File: src/design/band_magnitude_mean_std_core_defines.svh
// ---------------------------------------------------------------------------
// Assertion macros for the band magnitude mean/std core
// Clocked property checks that can be compiled out with ASSERT_OFF.
// ---------------------------------------------------------------------------
`ifndef BAND_MAGNITUDE_MEAN_STD_CORE_DEFINES_SVH
`define BAND_MAGNITUDE_MEAN_STD_CORE_DEFINES_SVH

`ifndef ASSERT_OFF
// Check a property on clk, masked while reset is held.
`define BMMS_ASSERT(lbl, prop, msg) \
  lbl: assert property (@(posedge clk) disable iff (!rst_n) prop) else $error(msg);
// Check a property on clk, including the reset cycles.
`define BMMS_ASSERT_ALWAYS(lbl, prop, msg) \
  lbl: assert property (@(posedge clk) prop) else $error(msg);
`else
`define BMMS_ASSERT(lbl, prop, msg)
`define BMMS_ASSERT_ALWAYS(lbl, prop, msg)
`endif

`endif

File: src/design/bmms_pkg.sv
// ---------------------------------------------------------------------------
// bmms_pkg
// Shared types, constants and helpers of the band magnitude mean/std core.
// ---------------------------------------------------------------------------
package bmms_pkg;

  localparam int DEF_MAX_BAND_SAMPLES = 65536;
  localparam int DEF_COEF_BITS        = 16;

  localparam int BAND_SAMPLES_W = 17;
  localparam int LAYOUT_W       = 4;
  localparam int IDX_W          = 3;
  localparam int CFG_INDEX_W    = 2;
  localparam int CFG_DATA_W     = 17;
  localparam int Q8_W           = 24;
  localparam int SUM_W          = 32;
  localparam int SQSUM_W        = 48;
  localparam int SQSUM_HALF     = 24;
  localparam int MEAN_FRAC      = 8;
  localparam int VAR_FRAC       = 16;

  localparam logic [BAND_SAMPLES_W-1:0] RST_BAND_SAMPLES = 17'd16384;
  localparam logic [LAYOUT_W-1:0]       RST_NUM_SCALES   = 4'd4;
  localparam logic [LAYOUT_W-1:0]       RST_NUM_ORIENT   = 4'd6;
  localparam logic [LAYOUT_W-1:0]       LAYOUT_MAX       = 4'd8;

  typedef enum logic [CFG_INDEX_W-1:0] {
    CFG_BAND_SAMPLES = 2'd0,
    CFG_NUM_SCALES   = 2'd1,
    CFG_NUM_ORIENT   = 2'd2
  } cfg_index_t;

  typedef enum logic [3:0] {
    S_IDLE,
    S_MAG_RE,
    S_MAG_IM,
    S_MAG_ROOT,
    S_ACCUM,
    S_MUL_LO,
    S_MUL_HI,
    S_DIFF,
    S_VAR_ROOT,
    S_DIV_MEAN,
    S_DIV_STD,
    S_EMIT
  } state_t;

  typedef struct packed {
    logic capture_item;
    logic mag_sq_re;
    logic mag_root_load;
    logic root_step;
    logic accum;
    logic mul_lo;
    logic mul_hi;
    logic var_root_load;
    logic div_mean_load;
    logic div_std_load;
    logic div_step;
    logic emit;
  } cmd_t;

  typedef struct packed {
    logic root_done;
    logic div_done;
    logic band_end;
    logic out_busy;
  } status_t;

  // Zero counts as one, anything above eight saturates to eight.
  function automatic logic [LAYOUT_W-1:0] clamp_layout(input logic [LAYOUT_W-1:0] v);
    logic [LAYOUT_W-1:0] r;
    if (v == '0) begin
      r = LAYOUT_W'(1);
    end else if (v > LAYOUT_MAX) begin
      r = LAYOUT_MAX;
    end else begin
      r = v;
    end
    return r;
  endfunction

endpackage

File: src/design/bmms_ctrl.sv
// ---------------------------------------------------------------------------
// bmms_ctrl
// Sequencer that steps the datapath through one coefficient and band end.
// ---------------------------------------------------------------------------
`include "band_magnitude_mean_std_core_defines.svh"

module bmms_ctrl (
  input  logic              clk,
  input  logic              rst_n,
  input  logic              in_valid,
  output logic              in_ready,
  input  bmms_pkg::status_t sts,
  output bmms_pkg::cmd_t    cmd
);

  bmms_pkg::state_t state_r, state_nxt;

  always_ff @(posedge clk) begin
    if (!rst_n) begin
      state_r <= bmms_pkg::S_IDLE;
    end else begin
      state_r <= state_nxt;
    end
  end

  always_comb begin
    state_nxt = state_r;
    cmd       = '0;
    in_ready  = 1'b0;
    unique case (state_r)
      bmms_pkg::S_IDLE: begin
        in_ready = 1'b1;
        if (in_valid) begin
          cmd.capture_item = 1'b1;
          state_nxt        = bmms_pkg::S_MAG_RE;
        end
      end
      bmms_pkg::S_MAG_RE: begin
        cmd.mag_sq_re = 1'b1;
        state_nxt     = bmms_pkg::S_MAG_IM;
      end
      bmms_pkg::S_MAG_IM: begin
        cmd.mag_root_load = 1'b1;
        state_nxt         = bmms_pkg::S_MAG_ROOT;
      end
      bmms_pkg::S_MAG_ROOT: begin
        if (sts.root_done) begin
          state_nxt = bmms_pkg::S_ACCUM;
        end else begin
          cmd.root_step = 1'b1;
        end
      end
      bmms_pkg::S_ACCUM: begin
        cmd.accum = 1'b1;
        state_nxt = sts.band_end ? bmms_pkg::S_MUL_LO : bmms_pkg::S_IDLE;
      end
      bmms_pkg::S_MUL_LO: begin
        cmd.mul_lo = 1'b1;
        state_nxt  = bmms_pkg::S_MUL_HI;
      end
      bmms_pkg::S_MUL_HI: begin
        cmd.mul_hi = 1'b1;
        state_nxt  = bmms_pkg::S_DIFF;
      end
      bmms_pkg::S_DIFF: begin
        cmd.var_root_load = 1'b1;
        state_nxt         = bmms_pkg::S_VAR_ROOT;
      end
      bmms_pkg::S_VAR_ROOT: begin
        if (sts.root_done) begin
          cmd.div_mean_load = 1'b1;
          state_nxt         = bmms_pkg::S_DIV_MEAN;
        end else begin
          cmd.root_step = 1'b1;
        end
      end
      bmms_pkg::S_DIV_MEAN: begin
        if (sts.div_done) begin
          cmd.div_std_load = 1'b1;
          state_nxt        = bmms_pkg::S_DIV_STD;
        end else begin
          cmd.div_step = 1'b1;
        end
      end
      bmms_pkg::S_DIV_STD: begin
        if (sts.div_done) begin
          state_nxt = bmms_pkg::S_EMIT;
        end else begin
          cmd.div_step = 1'b1;
        end
      end
      bmms_pkg::S_EMIT: begin
        if (!sts.out_busy) begin
          cmd.emit  = 1'b1;
          state_nxt = bmms_pkg::S_IDLE;
        end
      end
      default: begin
        state_nxt = bmms_pkg::S_IDLE;
      end
    endcase
  end

  `BMMS_ASSERT(a_accept_starts_item, (state_r == bmms_pkg::S_IDLE && in_valid) |=> (state_r == bmms_pkg::S_MAG_RE), "accepted beat did not start magnitude")
  `BMMS_ASSERT(a_emit_needs_free_out, cmd.emit |-> !sts.out_busy, "result emitted over a held beat")
  `BMMS_ASSERT(a_mid_band_returns, (state_r == bmms_pkg::S_ACCUM && !sts.band_end) |=> (state_r == bmms_pkg::S_IDLE), "mid-band item did not return to idle")
  `BMMS_ASSERT_ALWAYS(a_single_load, !(cmd.mag_root_load && cmd.var_root_load), "root unit loaded twice")

endmodule

File: config.mk
export PLATFORM = sky130hd
export DESIGN_NAME = bmms_ctrl
export DESIGN_NICKNAME = d
export VERILOG_FILES = /design/src/design/bmms_pkg.sv /design/src/design/bmms_ctrl.sv
export VERILOG_INCLUDE_DIRS = /design/src /design/src/design
export SDC_FILE = /design/constraint.sdc
export NUM_CORES = 1
export LEC_CHECK = 0
export BUFFER_PORTS_ARGS = -buffer_cell sky130_fd_sc_hd__buf_2
export CAP_MARGIN = 15
export CORE_AREA = 2 2 39 41
export CTS_BUF_LIST = sky130_fd_sc_hd__clkbuf_16
export DETAILED_ROUTE_END_ITERATION = 10
export DIE_AREA = 0 0 41 43
export PLACE_DENSITY = 0.75
export SYNTH_ARGS = -nofsm -noshare
export SYNTH_HDL_FRONTEND = slang
export SYNTH_SLANG_ARGS = --single-unit
File: constraint.sdc
create_clock -name clk -period 1.62 [get_ports clk]
set_input_delay 0.081 -clock clk [delete_from_list [all_inputs] [get_ports clk]]
set_output_delay 0.081 -clock clk [all_outputs]
set_load 0.005 [all_outputs]
Yosys cells after proc, flatten, opt, wreduce, memory -nomap -nowiden. Cells that the tools add are included.

Bitwise operators: 0. Shifts and indexed selects: 0. Div/mod/pow operators: 0. $add $sub $neg: 0. Multiply operators: 0. Reductions and logical operators: 4. Muxes and demuxes: 27. Order comparisons: 0. Equal/unequal tests: 17.

Operator list (number): 4-bit case mux with 12 select lines (1); 4-bit 2-to-1 mux (6); 1-bit 2-to-1 mux (19); 4-bit by 3-bit equality test with 1-bit output (second input constant) (4); 4-bit equality test (second input constant) (4); 2-bit != test (second input constant) (6); 4-bit by 2-bit equality test with 1-bit output (second input constant) (2); 6-bit AND reduction (1); 4-bit by 1-bit equality test with 1-bit output (second input constant) (1); 4-bit zero test (1); 2-bit OR reduction (2); 3-bit 2-to-1 mux (1).

Memories: 0. Input port bits: 7. Logic and storage cells: 49. Memory bits (read-only): 0. Latch bits: 0. Bits in writable memories: 0. Bits in registers: 4.

Longest topological paths before layout. Gate-level depths: netlist of run 1.

Depth after elaboration: 3. Gate-level depth with buffers: 6. Depth with buffers taken out: 4.

Worst setup path before layout of run 1. No wires, ideal clock.

Path type: flip-flop to flip-flop. Start point: reg state_r[3]. End point: reg state_r[3]. Slack: 0.134 ns. Clock period less this slack: 1.486 ns. Setup time: 0.122 ns. Stages on the path, launching flop included: 6. Data arrival time: 1.365 ns. Data required time: 1.498 ns. Cell sequence: dfxtp_1 > buf_6 > or3b_1 > a211oi_2 > or3_4 > o311a_1.

Cells in the longest elaborated chain, start to end: 3. Elaborated cells on any way between the ends: 20. Those cells by class: eq/ne (17); mux (1); reduce/logical (2).

Ends and longest elaborated chain: from (decl) (line bmms_ctrl.sv:16) `bmms_pkg::state_t state_r, state_nxt;`; from (signal assigned) (line bmms_ctrl.sv:20) `state_r <= bmms_pkg::S_IDLE;`; from (signal assigned) (line bmms_ctrl.sv:22) `state_r <= state_nxt;`; 4-bit by 2-bit equality test with 1-bit output (tied with other cells) (line bmms_ctrl.sv:30) `unique case (state_r)`; 2-bit != test (no line); 6-bit AND reduction (no line).

Several ways; a longest one is shown, not always the timed one. A chain may end at the register's enable or synchronous reset.

Worst setup path in the final report of run 1.
Start point: reg state_r[2]. End point: reg state_r[3].

The elaborated chain is that of the path after synthesis.

==> impl_results.md, run 1 <==
- First-pass GRT wire length: 1760 µm
- RSZ-0062 raised after global routing: no
- Fin area: 664 µm²
- Die height: 43 µm
- Sum Neg Setup Slack: 0 ps
- CP endpoint: state_r[3]$_SDFFE_PN0P_
- TritonCTS clock tree: built
- Pre-CTS setup slack: 39.0 ps
- DR pass1 iterations: 4
- Total core area: 1380 µm²
- Reg-to-reg slack, setup: 90 ps
- Power density cells: 1250 nW/µm²
- Origin of the critical flop-to-flop path: state_r[2]$_SDFFE_PN0P_
- WHS Path Cells: 2
- Minimum clock period: 1530 ps
- Number of port buffers: 19
- Vias per cell: 5.20
- Post-Syn Nets: 65
- Fin. max-slew vios: 0
- Slowest CP cell: dfxtp_1
- WL/cell: 11.4 µm
- Startpoint Class: flip-flop
- Post-place instance area: 586 µm²
- Number of flip-flops in the largest register: 4
- Post-synth top area cell: dfxtp_1
- Final Wtd Congestion: 0.790
- Final Hold Viols: 0
- GRT Residual Overflow: 0
- Number of max-cap violations: 0
- Clk Latency, worst-skew pair: 230 ps
- Routed Antenna Nets: 0
- Seq cells post-synth: 4
- H-tree Lvls: 1
- VDD IR max: 524 µV
- Worst path cell trace: nor4b_2 > or3_4 > o311a_1
- Reg2reg end: state_r[3]$_SDFFE_PN0P_
- Power, Total: 828 µW
- N_diodes: 0
- PnR worst setup slack: 93.3 ps
- Setup Buffers After CTS: 0
- Vias: 510
- Syn avg cell area: 8.35 µm²
- Count leader, synth: nor3_1
- Initial DRC Count: 4
- Leak pwr: 0.000295 µW
- Setup CP Type: reg -> reg
- Biggest regs: state_r x4
- Starting Density: 0.350
- Final nets: 91
- Syn Inst Count: 58
- EDFF count, synth: 0
- Post-synth top cells: nor3_1, nand2_1, buf_6, dfxtp_1, nor2_1
- Initial antenna violation count: 0
- Slew headroom: 0.733
- Area grow syn2layout: 37.2%
- Top cell type's share of synthesized area: 0.165
- DRC violations left: 0
- Worst setup startpoint: state_r[2]$_SDFFE_PN0P_
- CP Data Arrival Time: 1630 ps
- Critical Path RT: 1720 ps
- Die area: 1760 µm²
- Num ports: 20
- Largest Register: state_r
- Synthesized area: 484 µm²
- Final setup fails: 0
- Chip width: 41 µm
- Clock sink count: 4
- Critical Path Max Stage Delay: 530 ps
- YS warnings: 0
- Routed wire length: 1110 µm
- R2R depth: 3
- Worst slew pin tran: 399 ps
- Share of post-route cells with drive strength above 1: 0.512
- CP max FO: 8
- Fin crit share: 0.942
- Reg clk slew, reported paths: 30 ps
- CTS buffer count: 3
- CTS Buffer Depth: 2
- Part of the Yosys area used for sequential elements: 0.165
- Top cells by area, synth: dfxtp_1, buf_6, nor3_1, nand2_1, nand3b_1
- Vias in the first global route: 421
- Synth cell types: 31
- Max frequency: 655 MHz
- Status: completed
- Critical Path End Type: flip-flop
- HPWL Detailed: 827 µm
- Total global-route track usage: 0.157
- Async SR Flop Fraction: 0
- Pin count of the biggest net entering global routing: 11
- Top_reg_cell synth: dfxtp_1
- CTS Root Cell: clkbuf_16
- Placement Rows: 14
- Min-delay worst type: in -> reg
- Clock skew: 1.65 ps
## how the worst min path moves through the flow
stage | start | to
floorplan | sts[3] | cmd[8]
global placement | rst_n | state_r[3]$_SDFFE_PN0P_
detailed placement | rst_n | state_r[2]$_SDFFE_PN0P_
CTS | rst_n | state_r[2]$_SDFFE_PN0P_
global route | rst_n | state_r[3]$_SDFFE_PN0P_
finish | rst_n | state_r[3]$_SDFFE_PN0P_
## cells in the final DEF (no fill, tap or decap)
cell and n:
o21a_1 1, buf_2 19, nand3b_1 3, nor2b_1 1, nand2b_1 2, nand4_1 1, a21oi_1 1, nor3_1 8
a31oi_1 1, nand2_1 7, or3_4 1, dfxtp_2 3, o22ai_1 1, a21boi_1 1, nor4b_2 1, or3b_1 1
nor4_1 1, a21oi_4 1, clkbuf_16 3, xnor2_2 1, and2_1 1, dfxtp_1 1, a31o_2 1, buf_4 9
nor2_1 4, o31ai_1 1, a211oi_2 1, o311a_1 1, or4_4 1, or2b_2 1, or4_1 1, mux2i_1 1
o21ai_0 1
## routing by layer
metal	wire, µm	track usage
met1	517	0.186
met2	469	0.203
met3	80	0.0471
met4	46	0.160
met5	0	0
## layout make-up
class	count	area, µm²
sequential	4	83.8
fill	144	719
tap	16	20.0
clock buffer	3	75.1
multi-input combinational	47	323
timing repair buffer	28	163
## cells by family after synthesis
logic type	Yosys count	synth area share
AOI/OAI and AO/OA	11	0.191
xor gates and xnor gates	1	0.0336
buffers and inverters	7	0.168
and+or+nand+nor	34	0.421
DFF	4	0.165
muxes	1	0.0207
## per-stage QoR
stage | cells | utilization | hold WS (ps)
6_report | 98 | 0.480 | 132
5_1_grt | 98 | 0.480 | 140
4_1_cts | 98 | 0.477 | 141
3_5_place_dp | 95 | 0.423 | 379
3_3_place_gp | 95 | 0.423 | 362
2_1_floorplan | 58 | - | 185
## worst max-delay path, delay by kind of cell (launching register included)
family	cells	cell delay (ps)
AOI/OAI and AO/OA	1	340
DFF	1	530
and+or+nand+nor	2	540
## where the power goes
group          switching (µW)  internal [µW]
clock                    72.8            316
combinational             133            158
sequential               31.0            118
total                     236            592
## timing repair
action                                  4_1_cts  5_1_grt
endpoints found under the setup margin        0        3
resized for setup                             0        3
hold buffers                                  0        0
Note: power is estimated with default switching activity, not from simulation.
==> inputs of run 2 (changes only) <==
--- a/config.mk
+++ b/config.mk
@@ -12,7 +12,6 @@
 export CTS_BUF_LIST = sky130_fd_sc_hd__clkbuf_16
 export DETAILED_ROUTE_END_ITERATION = 10
 export DIE_AREA = 0 0 41 43
-export PLACE_DENSITY = 0.75
 export SYNTH_ARGS = -nofsm -noshare
 export SYNTH_HDL_FRONTEND = slang
 export SYNTH_SLANG_ARGS = --single-unit
==> impl_results.md, run 2 (synthesis results as in run 1) <==
- Final setup fails: 0 (unchanged)
- HPWL Detailed: 849 µm (+2.7%)
- TritonCTS clock tree: built
- Status: completed
- Storage cell area: 83.8 µm² (unchanged)
- Routed wire length: 1150 µm (+2.9%)
- Worst hold slack: 126 ps (-6.27 ps)
- Setup Buffers After CTS: 0 (unchanged)
- Final core occ: 0.469 (-0.0108)
- Share of post-route cells with drive strength above 1: 0.500 (-0.0122)
- Pin count of the biggest net entering global routing: 12 (+1)
- Placement Rows: 14 (unchanged)
- Vias per cell: 5.21 (about the same)
- Number of port buffers: 19 (unchanged)
- Chip width: 41 µm (unchanged)
- DR pass1 iterations: 4 (unchanged)
- N_diodes: 0 (unchanged)
- Largest Register: state_r
- Routed Antenna Nets: 0 (unchanged)
- Fin crit share: 0.938 (-0.00477)
- R2R depth: 5 (+2)
- Origin of the critical flop-to-flop path: state_r[0]$_SDFFE_PN0P_
- Area of the multi-input gates: 323 µm² (unchanged)
- Startpoint Class: flip-flop
- Starting Density: 0.350 (unchanged)
- Most frequent cells in the layout: buf_2, nor3_1, nand2_1, buf_4, nor2_1
- Final Hold Viols: 0 (unchanged)
- Vias in the first global route: 401 (-4.8%)
- H-tree Lvls: 1 (unchanged)
- Initial DRC Count: 11 (+7)
- Final nets: 89 (-2.2%)
- PnR worst setup slack: 101 ps (+7.72 ps)
- Combinational share of power: 0.349 (-0.003)
- Area grow syn2layout: 34.1%
- Max frequency: 658 MHz (+0.51%)
- Setup CP Type: reg -> reg
- CTS buffer count: 3 (unchanged)
- Clock power share: 0.468 (about the same)
- Vias: 500 (-2.0%)
- Most common cell after layout, fill and taps aside: buf_2
- Total core area: 1380 µm² (unchanged)
- Total global-route track usage: 0.154 (-0.00286)
- CTS Root Cell: clkbuf_16
- Minimum clock period: 1520 ps (-7.72 ps)
- Post-place instance area: 571 µm² (-2.6%)
- Min-delay worst type: in -> reg
- DRC violations left: 0 (unchanged)
- Die area: 1760 µm² (unchanged)
- VDD IR max: 434 µV (-17%)
- Worst setup startpoint: state_r[0]$_SDFFE_PN0P_
- Switching share of power: 0.288 (+0.00244)
- Pre-CTS setup slack: 37.9 ps (-1.07 ps)
- Clk Latency, worst-skew pair: 220 ps (about the same)
- Hold Path Origin: rst_n
- Reg clk slew, reported paths: 30 ps (about the same)
- CP endpoint: state_r[3]$_SDFFE_PN0P_
- Reg-to-reg slack, setup: 100 ps (about the same)
- CP max FO: 8 (unchanged)
- First-pass GRT wire length: 1810 µm (+3.1%)
- Clock sink count: 4 (unchanged)
- Fin area: 649 µm² (-2.3%)
- CTS Buffer Depth: 2 (unchanged)
- Fin. max-slew vios: 0 (unchanged)
- GRT Residual Overflow: 0 (unchanged)
- Number of flip-flops in the largest register: 4 (unchanged)
- FILL cells: 141 (-2.1%)
- Power density cells: 1260 nW/µm² (+1.2%)
- Critical Path RT: 1730 ps (about the same)
- Slew headroom: 0.755 (+0.0218)
- Switching pwr: 236 µW (-0.25%)
- Reg2reg end: state_r[3]$_SDFFE_PN0P_
- Number of max-cap violations: 0 (unchanged)
- Flop pwr share: 0.183 (+0.004)
- Num ports: 20 (unchanged)
- Biggest regs: state_r x4
- CP Data Arrival Time: 1620 ps (about the same)
- Int Power: 583 µW (-1.4%)
- Clock skew: 1.81 ps (+0.163 ps)
- Die height: 43 µm (unchanged)
- Leak pwr: 0.000285 µW (-3.6%)
- Sum Neg Setup Slack: 0 ps (unchanged)
- Worst slew pin tran: 367 ps (-32.6 ps)
- Initial antenna violation count: 0 (unchanged)
- Critical Path End Type: flip-flop
- Final Wtd Congestion: 0.771 (-2.4%)
- RSZ-0062 raised after global routing: no
- WL/cell: 11.9 µm (+5.0%)
## run 2: worst min path at each step
stage                         endpoint  slack [ps]  depth (start not counted)
2_1_floorplan                   cmd[8]         190                          1
3_3_place_gp   state_r[3]$_SDFFE_PN0P_         360                          2
3_5_place_dp   state_r[3]$_SDFFE_PN0P_         370                          2
4_1_cts        state_r[3]$_SDFFE_PN0P_         130                          2
5_1_grt        state_r[3]$_SDFFE_PN0P_         130                          2
6_report       state_r[3]$_SDFFE_PN0P_         130                          2
## run 2: critical path: stages, from the launching register on
cell     delay (ps)
dfxtp_2         360
buf_4           170
nand4_1         120
a21oi_4          80
or3_4           350
o311a_1         330
## run 2: final cells by class
cell class | instances | share of cell area
clock buffer | 3 | 0.116
multi-input combinational | 47 | 0.497
sequential | 4 | 0.129
tap | 16 | 0.0308
timing repair buffer | 26 | 0.227
## run 2: repair_timing
item | CTS | global route
setup endpoints to repair | 1 | 4
hold buffers | 0 | 0
cloned | 0 | 0
pin swaps | 0 | 0
gates resized for setup | 1 | 2
## run 2: through the flow
step,power [µW],instances
finish,819,96
global route,867,96
CTS,819,96
detailed placement,429,93
global placement,426,93
floorplan,381,58
## run 2: power by group through the flow
stage	registers, µW	clock network, µW	logic, µW
floorplan	124	0	257
global placement	147	0	279
detailed placement	147	0	282
CTS	148	386	285
global route	155	395	317
finish	150	383	286
## run 2: metal layers
layer  global-route usage  share of wire  vias up
li1                     -              -      264
met2                0.191           0.49       12
met3               0.0471          0.047        0
met4               0.0800              0        0
met1                0.229           0.46      224
met5                    0              0        -
